File: src/hw/rtl/tspi_ram.sv
module tspi_ram #(
  parameter int WIDTH = 8,
  parameter int DEPTH = 512
) (
  input  logic                     clk,
  input  logic                     we,
  input  logic [$clog2(DEPTH)-1:0] waddr,
  input  logic [WIDTH-1:0]         wdata,
  input  logic                     re,
  input  logic [$clog2(DEPTH)-1:0] raddr,
  output logic [WIDTH-1:0]         rdata
);

  logic [WIDTH-1:0] mem [DEPTH];
  logic [WIDTH-1:0] rdata_r;

  // One write port, one registered read port
  always_ff @(posedge clk) begin
    if (we) begin
      mem[waddr] <= wdata;
    end
    if (re) begin
      rdata_r <= mem[raddr];
    end
  end

  assign rdata = rdata_r;

endmodule

File: config.mk
export PLATFORM = sky130hd
export DESIGN_NAME = tspi_ram
export DESIGN_NICKNAME = d
export VERILOG_FILES = /design/src/hw/rtl/tspi_ram.sv
export SDC_FILE = /design/constraint.sdc
export NUM_CORES = 2
export LEC_CHECK = 0
export ABC_AREA = 1
export BUFFER_PORTS_ARGS = -buffer_cell sky130_fd_sc_hd__buf_2
export CAP_MARGIN = 5
export CORE_MARGIN = 3
export CORE_UTILIZATION = 50
export CTS_CLUSTER_DIAMETER = 120
export DETAILED_ROUTE_END_ITERATION = 10
export PLACE_DENSITY = 0.61
export SETUP_SLACK_MARGIN = 0.4
export SKIP_CTS_REPAIR_TIMING = 1
export SYNTH_ARGS = -nofsm -noshare
export SYNTH_HDL_FRONTEND = slang
export SYNTH_SLANG_ARGS = --single-unit
File: constraint.sdc
create_clock -name clk -period 2.9 [get_ports clk]
set_clock_uncertainty 0.15 [all_clocks]
set_input_delay 0.58 -clock clk [delete_from_list [all_inputs] [get_ports clk]]
set_output_delay 0.58 -clock clk [all_outputs]
set_load 0.01 [all_outputs]
# --- Word-level counts from Yosys, hierarchy flattened ---
# Memory sizes are Yosys's and may differ from the RTL's. A register that Yosys moved wholly into a read port is not among the register bits.
# Index checks and enable logic that the tools add are counted.
word_totals:
  register_bits: 0
  mem_bits_rw: 4096
  in_bits: 29
  out_inout_bits: 8
  wordCells: 3
  memories: 1
op_classes:
  mux: 2
mem_list:
  columns: ["name", "depth", "word_bits", "rd", "rd_ports_with_merged_regs", "write_ports", "line", "rtl"]
  rows:
  - ["mem", 512, 8, 1, 1, 1, "14", "logic [WIDTH-1:0] mem [DEPTH];"]
op_table:
  columns: ["operator", "count"]
  rows:
  - ["two-way mux 1 bit", 2]

# --- Longest topological paths before layout ---
logic_depth:
  ltp_word: 2
  depth_mapped: 15
  depth_no_buf: 11

# --- Worst setup path after synthesis ---
# No wires, ideal clock.
synth_timing:
  path_kind: "input to register"
  from: "in waddr[4]"
  to: "mem mem[212][0], enable pin"
  setup_time_ps: 370
  t_arrival_ps: 1801
  required_time_ps: 2380
  path_slack_ps: 579
  cell_stages: 7
  n_path_buf: 1
  path_cell_list: "inv_1 -> nor2_1 -> inv_1 -> nor2_1 -> inv_1 -> clkbuf_1 -> nor2_1"
synth_lines:
  columns: ["item", "line", "rtl"]
  rows:
  - ["start, declared", "7", "input logic [$clog2(DEPTH)-1:0] waddr,"]
  - ["end, declared", "14", null]
# Straight into the memory's write port.

# --- Worst setup path after layout ---
layout_timing:
  from: "reg rdata_r[1] (netlist: rdata[1]), read port of mem"
  to: "out rdata[1]"
layout_lines:
  columns: ["item", "line", "rtl"]
  rows:
  - ["start, declared", "15", "logic [WIDTH-1:0] rdata_r;"]
  - ["end, declared", "11", "output logic [WIDTH-1:0] rdata"]
# No word-level cell between the ends.

==> metrics.txt <==
wire per inst 25.22 um; worst hold-check slack 100.6 ps; DIE WIDTH 583.6 um; clock latency on the worst-skew pair 1000 ps; class of the tightest hold or removal check input pin to flip-flop; type of element launching the critical path flip-flop; wire length reported by the detailed router 490,300 um; detailed router's first-iteration violation count 14,121; clock period minus worst slack 2579 ps; register bit total from synthesis 4,104; number of endpoints with negative hold slack in the final report 0; unrepaired setup endpoints after global routing true; total non-filler cell area in the finished layout 0.1947 sq mm; area enclosed by the die boundary 0.3406 sq mm; IO buf count 36; critical path's slowest cell edfxtp_1; remaining global-route overflow 0; largest area contributor in the netlist edfxtp_1; max-slew headroom at the worst pin 0.4168; cell types with the largest area share after synthesis edfxtp_1, nand3_1, nand2_1; part of the cycle the worst path needs 0.8895; fraction of the yosys area taken by sequential cells 0.7388; # clock sinks 4,104; fmax 0.3877 GHz; via count of the first global-routing pass 110,121; number of placed I/O pins 37; global-route wire length before repair 719,800 um; vertical die dimension 583.6 um; Area after DPL 0.1805 sq mm; weighted congestion reported at the end of routability-driven placement 0.9179; crit-path cells buf_6; DRC viols 0; clock transition at the register clock pins on the worst setup and hold paths after CTS 70 ps; most frequent cells in the layout nand2_1, edfxtp_1, nand3_1; longest individual stage delay on the worst path 690 ps; number of warning messages in the yosys log 0; leading cell type in the layout, fill and taps excluded nand2_1; IR drop worst, VDD 0.0005750 V; TritonCTS clock tree yes; number of vias in the routed layout 113,776; buffering stage count on the worst path with inverters included 1; pwr dens 656.1 mW/mm^2; clock tree root buffer cell clkbuf_16; number of antenna violations at the first check in global routing 21; fraction of synthesized cell area taken by the top area cell type 0.7388; nets@finish 14,729; syn_area_per_cell 12.01 sq um; starting density of the core 0.5035; PnR Total Power 0.1278 W; Finish-stage setup viols 0; number of vias per cell 5.852; post-synth design cell area 0.1668 sq mm; overall fraction of global-route tracks in use 0.2826; Syn Inst Count 13,891; pin count of the biggest net entering global routing 158; layout-stage area growth over the synthesis result 16.73%; data required time at the worst endpoint 2170 ps; total number of placement rows 211; remaining antenna violation count 0; layout cell share with drive strength beyond 1 0.1334; number of max-cap violations 0; core footprint 0.3313 sq mm; post-detailed-placement half-perimeter wirelength 303,900 um; crit end category output port; H-Tree Depth 5; count of TritonRoute iterations in the first routing pass 6; Worst Path Arrival 1850 ps; distinct cell type count of the synthesized netlist 15; total CTS buffers 421; slew of the pin with the lowest slew margin 871.6 ps; status completed; Leak Pwr 69.92 nW; Crit path max-delay family flip-flops; CP max FO 1; fin. max-slew vios 0; deepest clock path buffer count 4; critical path type flip-flop to output port; syn_nets 13,920
## final timing paths
kind | start | to | slack, ps | cells past startpoint
worst min register to register | mem[265][6]$_DFFE_PP_ | rdata[6]$_DFFE_PP_ | 990 | 10
worst max-delay path | rdata[1]$_DFFE_PP_ | rdata[1] | 320 | 1
worst max register to register | mem[478][1]$_DFFE_PP_ | rdata[1]$_DFFE_PP_ | 550 | 10
worst min-delay path | wdata[3] | mem[233][3]$_DFFE_PP_ | 100 | 1
## power by group
part	leakage, nW	internal [W]	switching [W]
registers	36.9	0.0653	0.0000519
logic	26.3	0.00248	0.00604
clock network	6.69	0.0310	0.0229
total	69.9	0.0988	0.0290
## cell usage after synthesis
| cell | n |
|---|---|
| buf_1 | 82 |
| clkbuf_1 | 184 |
| inv_1 | 34 |
| buf_12 | 1 |
| edfxtp_1 | 4104 |
| nand3_1 | 4080 |
| nand2_1 | 4160 |
| nor2_1 | 514 |
| buf_4 | 123 |
| buf_2 | 517 |
| buf_8 | 4 |
| buf_6 | 72 |
| inv_2 | 3 |
| inv_4 | 2 |
| nor3_1 | 11 |
## kinds of logic (layout without fill, tap and decap cells)
kind of cell	count (synthesis)	after routing	synth area share
and+or+nand+nor	8765	8765	0.2279
DFF	4104	4104	0.7388
buffers and inverters	1022	2189	0.03328
other	0	17	0
## sequential cells by signal, summed over array words and instances (netlist names)
register / flops
mem: 4096
rdata: 8
## layer usage
layer | wire, um | part of all wire | up-vias | global-route usage
met2 | 230800 | 0.47 | 5680 | 0.4512
met3 | 44890 | 0.092 | 909 | 0.04681
met1 | 194800 | 0.40 | 55983 | 0.3915
met5 | 7 | 0.000014 | - | 0
met4 | 19780 | 0.040 | 2 | 0.1071
li1 | - | - | 51202 | -
## metrics by stage
stage / setup slack, ps / instances / TNS (ps) / utilization
CTS: 132.7 / 19408 / 0 / 0.5862
global placement: -938.2 / 18627 / -6572 / 0.5448
detailed placement: -925.3 / 18627 / -9064 / 0.5448
global route: 312.6 / 19427 / 0 / 0.5876
floorplan: 579.0 / 13891 / 0 / -
finish: 320.6 / 19441 / 0 / 0.5877
## layout make-up
cell class | instances | area [sq um]
fillers | 26041 | 136600
flip-flops and latches | 4104 | 123200
multi-input cells | 8765 | 38190
repair buffers | 1369 | 13850
clock buffers | 487 | 10910
well taps | 4366 | 5463
clock inverters | 294 | 2819
inverters | 39 | 201.4
diodes | 17 | 42.54
Power figures use the tool's default switching activity.
